==> config.mk <==
export PLATFORM = sky130hd
export DESIGN_NAME = rv32ie_front
export DESIGN_NICKNAME = d
export VERILOG_FILES = /design/src/design/rv32ie_pkg.sv /design/src/design/rv32ie_front.sv
export SDC_FILE = /design/constraint.sdc
export NUM_CORES = 1
export LEC_CHECK = 0
export ABC_CLOCK_PERIOD_IN_PS = 5500
export BUFFER_PORTS_ARGS = -buffer_cell sky130_fd_sc_hd__clkbuf_2
export CORE_MARGIN = 2
export CORE_UTILIZATION = 40
export CTS_CLUSTER_DIAMETER = 40
export CTS_CLUSTER_SIZE = 14
export DETAILED_ROUTE_END_ITERATION = 10
export PLACE_DENSITY = 0.61
export SETUP_SLACK_MARGIN = 0.3
export SLEW_MARGIN = 40
export SYNTH_ARGS = -nofsm -noshare
export SYNTH_HDL_FRONTEND = slang
export SYNTH_SLANG_ARGS = --single-unit
==> constraint.sdc <==
create_clock -name clk -period 5.5 [get_ports clk]
set_clock_uncertainty 0.15 [all_clocks]
set_input_delay 0.275 -clock clk [delete_from_list [all_inputs] [get_ports clk]]
set_output_delay 0.275 -clock clk [all_outputs]
set_load 0.02 [all_outputs]
==> src/design/rv32ie_pkg.sv <==
// ----------------------------------------------------------------------------
// rv32ie_pkg
// types and constants shared by the rv32im execute core
// ----------------------------------------------------------------------------
`default_nettype none

package rv32ie_pkg;

  localparam logic [31:0] RESET_ADDR  = 32'h8000_0000;
  localparam logic [31:0] EBREAK_WORD = 32'h0010_0073;

  // data window size in bytes; a power of two so the window offset is a bit slice
  localparam int DMEM_BYTES = 4096;

  localparam logic [6:0] OPC_LUI    = 7'h37;
  localparam logic [6:0] OPC_AUIPC  = 7'h17;
  localparam logic [6:0] OPC_JAL    = 7'h6f;
  localparam logic [6:0] OPC_JALR   = 7'h67;
  localparam logic [6:0] OPC_LOAD   = 7'h03;
  localparam logic [6:0] OPC_STORE  = 7'h23;
  localparam logic [6:0] OPC_ALUI   = 7'h13;
  localparam logic [6:0] OPC_ALU    = 7'h33;
  localparam logic [6:0] OPC_BRANCH = 7'h63;

  localparam logic [6:0] F7_BASE = 7'h00;
  localparam logic [6:0] F7_ALT  = 7'h20;
  localparam logic [6:0] F7_MULD = 7'h01;

  localparam logic [4:0] REG_A0 = 5'd10;

  typedef enum logic [0:0] {
    CFG_BOOT = 1'b0,
    CFG_BASE = 1'b1
  } cfg_idx_t;

  typedef enum logic [1:0] {
    ST_OK   = 2'd0,
    ST_HALT = 2'd1,
    ST_BAD  = 2'd2
  } status_t;

  typedef enum logic [3:0] {
    OP_LUI, OP_AUIPC, OP_JAL, OP_JALR, OP_LOAD, OP_STORE, OP_ALUI, OP_ALU,
    OP_MUL, OP_DIV, OP_BRANCH, OP_EBREAK, OP_BAD
  } op_t;

  typedef enum logic [2:0] {
    S_IDLE, S_EXEC, S_MUL, S_DIV, S_MEM, S_MRD, S_DONE
  } state_t;

  typedef struct packed {
    op_t         op;
    logic [2:0]  f3;
    logic        alt;
    logic [4:0]  rd;
    logic [4:0]  rs1;
    logic [4:0]  rs2;
    logic [31:0] imm;
  } dec_t;

  typedef struct packed {
    logic        boot_we;
    logic [31:0] boot;
    logic [31:0] base;
  } cfg_t;

  typedef struct packed {
    logic [31:0] exec_pc;
    logic [31:0] next_pc;
    logic        dest_write;
    logic [4:0]  dest_index;
    logic [31:0] dest_value;
    status_t     status;
    logic [31:0] exit_code;
  } res_t;

endpackage

`default_nettype wire

==> src/design/rv32ie_front.sv <==
// ----------------------------------------------------------------------------
// rv32ie_front
// two-entry instruction queue with decode of the oldest entry
// ----------------------------------------------------------------------------
`default_nettype none

module rv32ie_front (
  input  wire logic              clk,
  input  wire logic              rst_n,
  input  wire logic              push,
  input  wire logic [31:0]       instr,
  output logic                   full,
  output logic                   dec_valid,
  output rv32ie_pkg::dec_t       dec,
  input  wire logic              dec_take
);

  logic [31:0] q_r [2];
  logic        wptr_r, rptr_r;
  logic [1:0]  cnt_r;
  logic        do_push, do_pop;
  logic [31:0] i;
  logic [6:0]  f7;
  logic [31:0] imm_i, imm_s, imm_b, imm_j, imm_u;

  assign full      = (cnt_r == 2'd2);
  assign dec_valid = (cnt_r != 2'd0);
  assign do_push   = push && !full;
  assign do_pop    = dec_take && dec_valid;

  always_ff @(posedge clk) begin
    if (!rst_n) begin
      wptr_r <= 1'b0;
      rptr_r <= 1'b0;
      cnt_r  <= 2'd0;
    end else begin
      if (do_push) wptr_r <= !wptr_r;
      if (do_pop)  rptr_r <= !rptr_r;
      cnt_r <= cnt_r + {1'b0, do_push} - {1'b0, do_pop};
    end
  end

  always_ff @(posedge clk) begin
    if (do_push) q_r[wptr_r] <= instr;
  end

  assign i     = q_r[rptr_r];
  assign f7    = i[31:25];
  assign imm_i = {{20{i[31]}}, i[31:20]};
  assign imm_s = {{20{i[31]}}, i[31:25], i[11:7]};
  assign imm_b = {{19{i[31]}}, i[31], i[7], i[30:25], i[11:8], 1'b0};
  assign imm_j = {{11{i[31]}}, i[31], i[19:12], i[20], i[30:21], 1'b0};
  assign imm_u = {i[31:12], 12'b0};

  always_comb begin
    dec.f3  = i[14:12];
    dec.rd  = i[11:7];
    dec.rs1 = i[19:15];
    dec.rs2 = i[24:20];
    dec.alt = 1'b0;
    dec.imm = imm_i;
    dec.op  = rv32ie_pkg::OP_BAD;
    unique case (i[6:0])
      rv32ie_pkg::OPC_LUI: begin
        dec.op = rv32ie_pkg::OP_LUI; dec.imm = imm_u;
      end
      rv32ie_pkg::OPC_AUIPC: begin
        dec.op = rv32ie_pkg::OP_AUIPC; dec.imm = imm_u;
      end
      rv32ie_pkg::OPC_JAL: begin
        dec.op = rv32ie_pkg::OP_JAL; dec.imm = imm_j;
      end
      rv32ie_pkg::OPC_JALR: begin
        if (i[14:12] == 3'd0) dec.op = rv32ie_pkg::OP_JALR;
      end
      rv32ie_pkg::OPC_LOAD: begin
        if (i[14:12] inside {3'd0, 3'd1, 3'd2, 3'd4, 3'd5}) dec.op = rv32ie_pkg::OP_LOAD;
      end
      rv32ie_pkg::OPC_STORE: begin
        dec.imm = imm_s;
        if (i[14:12] inside {3'd0, 3'd1, 3'd2}) dec.op = rv32ie_pkg::OP_STORE;
      end
      rv32ie_pkg::OPC_ALUI: begin
        case (i[14:12])
          3'd1: if (f7 == rv32ie_pkg::F7_BASE) dec.op = rv32ie_pkg::OP_ALUI;
          3'd5: begin
            if (f7 == rv32ie_pkg::F7_BASE || f7 == rv32ie_pkg::F7_ALT) begin
              dec.op  = rv32ie_pkg::OP_ALUI;
              dec.alt = (f7 == rv32ie_pkg::F7_ALT);
            end
          end
          3'd2: dec.op = rv32ie_pkg::OP_BAD;
          default: dec.op = rv32ie_pkg::OP_ALUI;
        endcase
      end
      rv32ie_pkg::OPC_ALU: begin
        if (f7 == rv32ie_pkg::F7_BASE) begin
          dec.op = rv32ie_pkg::OP_ALU;
        end else if (f7 == rv32ie_pkg::F7_ALT &&
                     (i[14:12] == 3'd0 || i[14:12] == 3'd5)) begin
          dec.op  = rv32ie_pkg::OP_ALU;
          dec.alt = 1'b1;
        end else if (f7 == rv32ie_pkg::F7_MULD) begin
          if (i[14]) dec.op = rv32ie_pkg::OP_DIV;
          else if (i[14:12] != 3'd2) dec.op = rv32ie_pkg::OP_MUL;
        end
      end
      rv32ie_pkg::OPC_BRANCH: begin
        dec.imm = imm_b;
        if (i[14:13] != 2'b01) dec.op = rv32ie_pkg::OP_BRANCH;
      end
      default: begin
        if (i == rv32ie_pkg::EBREAK_WORD) begin
          dec.op  = rv32ie_pkg::OP_EBREAK;
          dec.rs1 = rv32ie_pkg::REG_A0;
        end
      end
    endcase
  end

endmodule

`default_nettype wire

* Word level (Yosys, flattened, before mapping)
Memories as Yosys holds them, arrays and structs flattened. A register that Yosys moved wholly into a read port is not among the register bits.
Index checks and enable logic that the tools add are counted.
** Storage, ports and cells
- Register bits :: 4
- Bits in latches :: 0
- Memory bits (writable) :: 64
- Memory bits (read-only) :: 0
- Input port bits :: 36
- Word-level logic and storage cells :: 66
- Memories :: 1
** Operators by class
- Add/subtract/negate cells :: 2
- Multiply operators :: 0
- Div/mod/pow operators :: 0
- Order comparisons :: 0
- Eq/ne operators :: 19
- Shift operators :: 0
- Multiplexer cells :: 26
- Bitwise logic cells :: 0
- Reduce and logical (&&, ||, !) cells :: 15
** Memory list
- q_r :: depth 2, bits a word 32, rd ports 1, clocked after Yosys merged registers in 1, wr ports 1, line rv32ie_front.sv:18 : logic [31:0] q_r [2];
** Operator list (count)
- 31-bit case mux with 4 select lines :: 1
- 4-bit case mux with 9 select lines :: 1
- 32-bit by 21-bit equality test with 1-bit output (second input constant) :: 1
- 7-bit by 6-bit equality test with 1-bit output (second input constant) :: 4
- 4-bit two-way mux :: 7
- 7-bit equality test (second input constant) :: 3
- 3-bit two-way mux :: 5
- 7-bit by 5-bit equality test with 1-bit output (second input constant) :: 2
- 4-bit case mux with 3 select lines :: 1
- 5-bit two-way mux :: 2
- 9-bit OR reduction :: 1
- 1-bit two-way mux :: 8
- 7-bit by 1-bit equality test with 1-bit output (second input constant) :: 1
- 7-bit by 2-bit equality test with 1-bit output (second input constant) :: 1
- 7-bit zero test :: 1
- 3-bit equality test (second input constant) :: 2
- 5-bit nonzero test :: 1
- 3-bit by 1-bit equality test with 1-bit output (second input constant) :: 1
- 3-bit by 2-bit equality test with 1-bit output (second input constant) :: 1
- 1-bit logical AND :: 3
- 1-bit zero test :: 3
- 3-bit zero test :: 1
- 3-bit by 2-bit != test with 1-bit output (second input constant) :: 1
- 3-bit nonzero test :: 1
- 8 further kinds :: 9

* Logic depth before layout (Yosys ltp)
Gate-level depths: netlist (run 1).
- Depth in word-level cells :: 7
- Mapped depth :: 9

* Least setup slack after synthesis (run 1)
No wires, ideal clock.
- Path type :: flip-flop to flip-flop
- Start :: reg cnt_r[0]
- End :: mem q_r[0][0] (enable)
- Library setup time :: 0.422 ns
- Data arrival time :: 1.918 ns
- Setup slack :: 3.010 ns
- Cell stages (with the launch flop) :: 4
- Buffers on the path :: 0
- Period minus slack after synthesis :: 2.490 ns
- Cell sequence :: dfxtp_1 -> nand2b_1 -> nand2_1 -> nor2_1
** Between the ends
- Word-level cells in the longest chain between the ends :: 5
** Ends and longest elaborated chain
- from (decl) :: line rv32ie_front.sv:20 : logic [1:0] cnt_r;
- from (signal assigned) :: line rv32ie_front.sv:39 : cnt_r <= cnt_r + {1'b0, do_push} - {1'b0, do_pop};
- 2-bit equality test :: line rv32ie_front.sv:26 : assign full = (cnt_r == 2'd2);
- 1-bit zero test :: line rv32ie_front.sv:28 : assign do_push = push && !full;
- 1-bit logical AND :: line rv32ie_front.sv:28
- 1-bit two-way mux :: line rv32ie_front.sv:44 : if (do_push) q_r[wptr_r] <= instr;
- 1-bit two-way mux (not written as such) :: line rv32ie_front.sv:44
- to (decl) :: line rv32ie_front.sv:18
No other way between the ends.

==> results of run 1 <==
==> cells in the final DEF (no fill, tap or decap), types with 5 or more instances in the layout <==
master,n
inv_1,13
nor2_1,8
clkbuf_8,9
a21oi_1,7
and2_1,13
a31oi_1,8
dlygate4sd3_1,31
mux2_2,12
nand3_1,8
clkbuf_2,92
nand2b_1,6
o21ai_0,14
o21a_1,13
nand2_1,18
nor2b_1,5
edfxtp_1,64
mux2i_1,14
==> final timing paths <==
| check | from | endpoint | slack [ns] | cells after the start |
|---|---|---|---|---|
| max reg2reg | cnt_r[0]$_SDFF_PN0_ | q_r[0][30]$_DFFE_PP_ | 3.40 | 4 |
| max | register | dec[30] | 2.17 | 6 |
| min | instr[6] | q_r[1][6]$_DFFE_PP_ | 0.007 | 1 |
| min reg2reg | rptr_r$_SDFFE_PN0P_ | register | 0.39 | 2 |
==> through the flow <==
stage                     area, µm²  power, mW  setup slack (ns)    util
after floorplan                3745      1.316             3.010       -
after global placement         4295      1.538             2.541  0.4693
after detailed placement       4295      1.547             2.524  0.4693
after CTS                      4803      1.974             2.142  0.5248
after global routing           4803      2.065             1.917  0.5248
final                          4803      1.962             2.168  0.5248
==> timing repair <==
item                       CTS  global route
setup endpoints to repair    0             0
resized for setup            0             0
hold buffers                31             0
hold endpoints to repair    62             0
==> flip-flops by register name (all words and copies together), names as in the netlist, named ones only <==
| signal | cells |
|---|---|
| q_r | 64 |
| cnt_r | 2 |
| rptr_r | 1 |
| wptr_r | 1 |
==> kinds of logic after synthesis <==
logic type	count (synthesis)	synth area share
fa+ha+maj	2	0.006681
xor+xnor	4	0.009354
buf+inv	23	0.03508
compound gates	81	0.1627
flops	69	0.5399
mux	28	0.08319
simple gates	98	0.1631
==> critical path: stages, from the launching register on <==
cell	delay, ns
dfxtp_2	0.82
nand2_1	0.19
o22ai_2	0.32
nand3_2	0.35
nand2_1	0.48
o21a_1	0.22
clkbuf_2	0.18
==> power breakdown <==
group          switching [mW]  leakage (nW)  total, mW  internal (mW)
combinational           0.507          1.10      0.822          0.315
sequential             0.0734         0.640      0.729          0.656
clock                   0.200        0.0996      0.411          0.211
==> metal layers <==
metal / routed length [µm] / vias up / global-route usage
li1: - / 1453 / -
met1: 4206 / 1424 / 0.2527
met2: 4652 / 78 / 0.3185
met3: 475 / 11 / 0.04092
met4: 125 / 0 / 0.05690
met5: 0 / - / 0
==> area by class of cell <==
| cell class | count | area share |
|---|---|---|
| flip-flops and latches | 69 | 0.4212 |
| multi-input cells | 213 | 0.3319 |
| repair buffers | 127 | 0.1667 |
| well taps | 111 | 0.02891 |
| clock buffers | 9 | 0.02579 |
| clock inverters | 7 | 0.01537 |
| inverters | 13 | 0.01016 |
==> impl_metrics.tcl, run 1 <==
set metrics [dict create \
    status "complete, no violations" \
    core_area_mm2 0.009153 \
    syn_area_mm2 0.003745 \
    rows 35 \
    crit_required_ns 5.08 \
    placedCellCount 502 \
    fmax_mhz 300.2 \
    first_global_vias 2882 \
    synthFlopType "edfxtp_1" \
    die_y_um 100.8 \
    path_class "reg -> out" \
    cts.sinks 69 \
    synth_seq_cells 69 \
    drtAntennaViolNets 0 \
    setup_tns_ns 0 \
    synth_top_area_frac 0.5132 \
    arrival_ns 2.91 \
    yosysMostFrequentCell "edfxtp_1" \
    layout.nets 471 \
    min_path_type "in -> reg" \
    rsz0062_at_grt "false" \
    grt_overflow_total 0 \
    dr.pass1.iters 4 \
    hold_slack_ns 0.007031 \
    n_fill_cell 792 \
    avgViaCountPerCell 5.403 \
    cts.path.max_buffers 2 \
    post_cts_buffers 0 \
    hpwl_mm 7.042 \
    wl_mm 9.459 \
    first_iter_violations 184 \
    syn_to_final_growth_pct 28.27 \
    clk_pin_slew_ns 0.08 \
    grt_max_degree 42 \
    finalCriticalPeriod_ns 3.332 \
    drive_gt1_frac 0.3265 \
    htreeDepth 3 \
    end_kind "output port" \
    multi_input_area_mm2 0.001594 \
    syn_area_per_cell_um2 12.28 \
    synth_edf_count 64 \
    root_buffer "clkbuf_8" \
    p_per_area_mw_per_mm2 408.5 \
    wl_per_cell_um 17.23 \
    worst_ir_drop_vdd_uv 255.9 \
    finalHoldViolations 0 \
    final.period_utilization 0.6058 \
    drv_slew 0 \
    synth_cells 305 \
    ioPinCount 93 \
    place_congestion 0.9081 \
    initial_utilization 0.4092 \
    instances_no_fill 549 \
    finalSetupViolCount 0 \
    numPortBuffers 92 \
    yosysWarningCount 0 \
    route.vias.total 2966 \
    antenna_found_initial 0 \
    syn_nets 343 \
    register_area_mm2 0.002023 \
    yosysTopAreaCell "edfxtp_1" \
    crit_path_max_fanout 41 \
    synthTopCellsByCount "edfxtp_1, nand2_1, mux2i_1, o21ai_0" \
    clkLatencyLatePin_ns 0.34 \
    tightest_slew_ns 0.7522 \
    relSlewSlack 0.4985 \
    power.leakage_nw 1.842 \
    synthArstFlopShare 0 \
    synth_area_leaders "edfxtp_1, mux2i_1, mux2_2" \
    drv_cap 0 \
    cts_buffers 9 \
    fp.dieW_um 100.8 \
    cts_tree "yes" \
    grt_pass1_wl_mm 14.79 \
    grt_use_total 0.1918 \
    drc 0 \
    netlist-cell-type-count 66 \
    seq_area_frac_synth 0.5399 \
    worstSetupStartpointType "register" \
    die-area_mm2 0.01015 \
    insertedDiodeCount 0 \
]
No activity file was read; power rests on OpenSTA's default activity.
==> run 2: changes to the inputs <==
- ABC_CLOCK_PERIOD_IN_PS: 5500 -> 3350
- clock period: 5.5 -> 3.35 ns (I/O delays scaled with it)
==> impl_metrics.tcl, run 2 (same netlist as run 1, synthesis figures left out) <==
set metrics [dict create \
    crit_slowest_cell "dfxtp_4" \
    finalCriticalPeriod_ns 2.799 \
    final.period_utilization 0.8357 \
    initial_utilization 0.4092 \
    dpl-instance-area_mm2 0.004303 \
    layout.nets 474 \
    power.leakage_nw 1.852 \
    dr.max_layer_used "met4" \
    drive_gt1_frac 0.3265 \
    grt_pass1_wl_mm 15.24 \
    place_congestion 0.9101 \
    routed-wl-met3_um 615 \
    finalHoldViolations 0 \
    worstSetupStartpointType "register" \
    crit_buf_inv 2 \
    end_kind "output port" \
    cts.path.max_buffers 2 \
    worst-path-stages 7 \
    internal-power_mw 1.946 \
    register_area_mm2 0.002026 \
    setup_tns_ns 0 \
    final_common_cell "clkbuf_2" \
    avgViaCountPerCell 5.547 \
    rows 35 \
    worst_ir_drop_vdd_uv 383.1 \
    antenna_found_initial 0 \
    ioPinCount 93 \
    reg2regPathDepth 8 \
    post-route-util 0.5288 \
    cp_cell_sequence "buf_4 -> nor4b_1 -> a22oi_2 -> nor2_1 -> nand4_1 -> a21boi_1 -> clkbuf_2" \
    clkLatencyLatePin_ns 0.34 \
    grt_overflow_total 0 \
    core_area_mm2 0.009153 \
    tightest_slew_ns 0.5363 \
    status "complete, no violations" \
    crit_path_max_fanout 20 \
    drc 0 \
    die-area_mm2 0.01015 \
    p_comb_frac 0.430 \
    top_register "q_r" \
    cts.sinks 69 \
    first_iter_violations 174 \
    power_switching_share 0.3983 \
    wl_met1_mm 4.173 \
    min_path_type "in -> reg" \
    finalSetupViolCount 0 \
    syn_to_final_growth_pct 29.23 \
    fmax_mhz 357.2 \
    n_fill_cell 793 \
    cts_tree "yes" \
    path_delay_family "simple AND/OR/NAND/NOR gates" \
    largestRegisters "q_r x64, cnt_r x2" \
    path_class "reg -> out" \
    fp.dieW_um 100.8 \
    multi_input_area_mm2 0.001603 \
    root_buffer "clkbuf_8" \
    crit_required_ns 3.03 \
    first_global_vias 2956 \
    drtAntennaViolNets 0 \
    p_per_area_mw_per_mm2 668.2 \
    final_area_mm2 0.004840 \
    clk_pin_slew_ns 0.07 \
    die_y_um 100.8 \
    power_frac_clock 0.207 \
    min_path_cells 4 \
    power_frac_seq 0.363 \
    largest_register_ffs 64 \
    drv_slew 0 \
    wl_met2_mm 4.769 \
    grt_use_total 0.1978 \
    slowest_delay_ns 0.47 \
    grt_max_degree 36 \
    htreeDepth 3 \
    arrival_ns 2.48 \
    finalPower_mw 3.234 \
    wl_per_cell_um 17.55 \
    dr.pass1.iters 5 \
    cts_buffers 9 \
    numPortBuffers 92 \
    route.vias.total 3062 \
    rsz0062_at_grt "false" \
    wl_mm 9.688 \
    p_switching_mw 1.288 \
    drv_cap 0 \
    hpwl_mm 7.030 \
    insertedDiodeCount 0 \
    most-common-layout-cells "clkbuf_2, edfxtp_1, dlygate4sd3_1" \
    relSlewSlack 0.6408 \
]
## run 2: area by class of cell
class	count	share of cell area
sequential	69	0.4186
multi-input combinational	213	0.3312
clock inverter	6	0.01319
clock buffer	10	0.02637
inverter	13	0.01008
timing repair buffer	130	0.1719
tap	111	0.02870
## run 2: what timing repair did
action | in CTS | in global routing
buffers inserted | 0 | 0
hold endpoints to repair | 69 | 0
resized for setup | 0 | 4
hold buffers | 33 | 0
endpoints found under the setup margin | 0 | 6
## run 2: through the flow
stage	setup WS, ns	instances	hold WS [ns]
after floorplan	0.8600	305	0.1164
after detailed placement	0.7710	503	0.2101
after global routing	0.3758	552	0.1494
after CTS	0.3807	552	0.1154
after global placement	0.7410	503	0.2074
final	0.5505	552	0.1272
## run 2: routing by layer
layer / vias to the layer above / GRT usage
met2: 111 / 0.3210
li1: 1450 / -
met3: 10 / 0.05340
met1: 1491 / 0.2582
met5: - / 0
met4: 0 / 0.06217
## run 2: final timing paths
kind | start | endpoint | slack [ns]
setup / recovery | register | dec[53] | 0.55
hold / removal | push | wptr_r$_SDFFE_PN0P_ | 0.13
setup reg to reg | cnt_r[1]$_SDFF_PN0_ | cnt_r[1]$_SDFF_PN0_ | 1.39
hold reg to reg | rptr_r$_SDFFE_PN0P_ | register | 0.40
## run 2: worst register-to-register path: cells and delay by family, from the launching register on
kind,cells,cell delay (ns)
buf+inv,1,0.04
xor+xnor,2,0.25
flops,1,0.33
fa+ha+maj,2,0.45
simple gates,3,0.63
## run 2: power groups by stage
stage / clock (mW) / sequential (mW) / combinational, mW
after floorplan: 0 / 1.15 / 1.01
after global placement: 0 / 1.19 / 1.35
after detailed placement: 0 / 1.19 / 1.35
after CTS: 0.686 / 1.17 / 1.38
after global routing: 0.723 / 1.19 / 1.50
final: 0.669 / 1.18 / 1.39
==> run 3: changes to the inputs <==
- ABC_CLOCK_PERIOD_IN_PS: 3350 -> 2600
- clock period: 3.35 -> 2.6 ns (I/O delays scaled with it)
==> impl_metrics.tcl, run 3 (same netlist as run 1, synthesis figures left out) <==
set metrics [dict create \
    drv_slew 0 \
    most-common-layout-cells "clkbuf_2, edfxtp_1, dlygate4sd3_1" \
    crit_slowest_cell "edfxtp_1" \
    worstSetupStartpointType "register" \
    drtAntennaViolNets 0 \
    hpwl_mm 6.869 \
    arrival_ns 2.28 \
    drive_gt1_frac 0.4129 \
    cts_tree "yes" \
    dpl-instance-area_mm2 0.004353 \
    crit_buf_inv 1 \
    avgViaCountPerCell 5.439 \
    cts.path.max_buffers 2 \
    antenna_found_initial 0 \
    route.vias.total 3133 \
    cts_buffers 9 \
    clkLatencyLatePin_ns 0.35 \
    syn_to_final_growth_pct 41.63 \
    cp_cell_sequence "or3_4 -> a222oi_1 -> nand4bb_1 -> o211a_1 -> nand4_1 -> clkbuf_8" \
    place_congestion 0.8725 \
    fmax_mhz 391.0 \
    crit_path_max_fanout 6 \
    root_buffer "clkbuf_8" \
    final.period_utilization 0.9836 \
    numPortBuffers 92 \
    drv_cap 0 \
    end_kind "output port" \
    finalSetupViolCount 0 \
    finalCriticalPeriod_ns 2.557 \
    wl_mm 10.27 \
    rsz0062_at_grt "true" \
    tightest_slew_ns 0.4917 \
    finalHoldViolations 0 \
    crit_required_ns 2.32 \
    cts.sinks 69 \
    grt_overflow_total 0 \
    ioPinCount 93 \
    drc 0 \
    htreeDepth 3 \
    min_path_type "in -> reg" \
    insertedDiodeCount 0 \
    first_global_vias 3128 \
    met3_usage 0.04508 \
    path_class "reg -> out" \
    worst_ir_drop_vdd_uv 436.5 \
    rows 35 \
    clk_pin_slew_ns 0.07 \
    layout.nets 498 \
    grt_pass1_wl_mm 15.76 \
    grt-busiest-layer "met2" \
    largest_register_ffs 64 \
    status "complete, no violations" \
    met1_usage 0.2620 \
    first_iter_violations 144 \
    largestRegisters "q_r x64, cnt_r x2" \
    relSlewSlack 0.6722 \
    path_delay_family "simple AND/OR/NAND/NOR gates" \
    slowest_delay_ns 0.51 \
    power.leakage_nw 2.026 \
    wl_per_cell_um 17.82 \
    top_register "q_r" \
    setup_tns_ns 0 \
    final_common_cell "clkbuf_2" \
    final_area_mm2 0.005304 \
    die_y_um 100.8 \
    die-area_mm2 0.01015 \
    initial_utilization 0.4092 \
    dr.pass1.iters 5 \
    met2_usage 0.3492 \
    grt_max_degree 34 \
    p_per_area_mw_per_mm2 835.4 \
    core_area_mm2 0.009153 \
    grt_use_total 0.2060 \
    fp.dieW_um 100.8 \
]
## run 3: changes by cell type in the layout (fill, tap and decap cells not counted), moves of 3 or more
cell / previous run / this run
a31oi_1: 8 / 4
clkbuf_8: 9 / 13
clkbuf_2: 92 / 76
o21ai_1: 1 / 4
buf_12: 0 / 3
a31oi_2: 0 / 4
buf_4: 4 / 25
buf_2: 0 / 8
o21ai_0: 14 / 8
nand3_4: 0 / 3
o21ai_2: 0 / 3
## run 3: layer usage
layer | up-vias | wire length [µm]
li1 | 1501 | -
met2 | 109 | 5047
met1 | 1506 | 4436
met4 | 0 | 182
met5 | - | 0
met3 | 17 | 600
## run 3: path summary, 6_finish.rpt
check | end | from | slack (ns) | cells after the start
worst max-delay path | dec[51] | q_r[0][3]$_DFFE_PP_ | 0.04 | 6
worst min-delay path | rptr_r$_SDFFE_PN0P_ | dec_take | 0.07 | 4
worst max register to register | cnt_r[1]$_SDFF_PN0_ | cnt_r[1]$_SDFF_PN0_ | 0.63 | 8
worst min register to register | rptr_r$_SDFFE_PN0P_ | rptr_r$_SDFFE_PN0P_ | 0.40 | 2
## run 3: area by class of cell
cell class                 count  area (µm²)
sequential                    69        2026
fill                         757        3849
clock buffer                  10       127.6
multi-input combinational    213        1784
timing repair buffer         154        1140
clock inverter                 6       38.79
inverter                      13       48.80
tap                          111       138.9
## run 3: timing repair
action | 4_1_cts | 5_1_grt
hold buffers | 33 | 0
resized for setup | 36 | 36
setup endpoints to repair | 32 | 37
pin swaps | 11 | 7
hold endpoints to repair | 69 | 0
setup buffers | 10 | 7
cloned | 2 | 0
## run 3: where the power goes
group,internal (mW),switching (mW),total [mW]
Clock,0.345,0.423,0.767
Sequential,1.39,0.112,1.50
Combinational,0.917,1.25,2.16
Total,2.65,1.78,4.43
## run 3: worst reg2reg max path: cells and delay by family (launching register included)
family / cells / cell delay, ns
DFF: 1 / 0.34
adders and majority gates: 2 / 0.45
xor gates and xnor gates: 2 / 0.26
buffers and inverters: 1 / 0.04
and+or+nand+nor: 3 / 0.63
## run 3: metrics by stage
step	worst slack [ns]	util	cells	hold WS [ns]	power, mW
4_1_cts	0.08036	0.5630	569	0.07243	4.346
3_3_place_gp	0.3452	0.4756	508	0.1688	3.305
3_5_place_dp	0.3270	0.4756	508	0.1747	3.315
6_report	0.04259	0.5795	576	0.06842	4.431
2_1_floorplan	0.6094	-	305	0.07887	2.782
5_1_grt	-0.08631	0.5795	576	0.1024	4.672
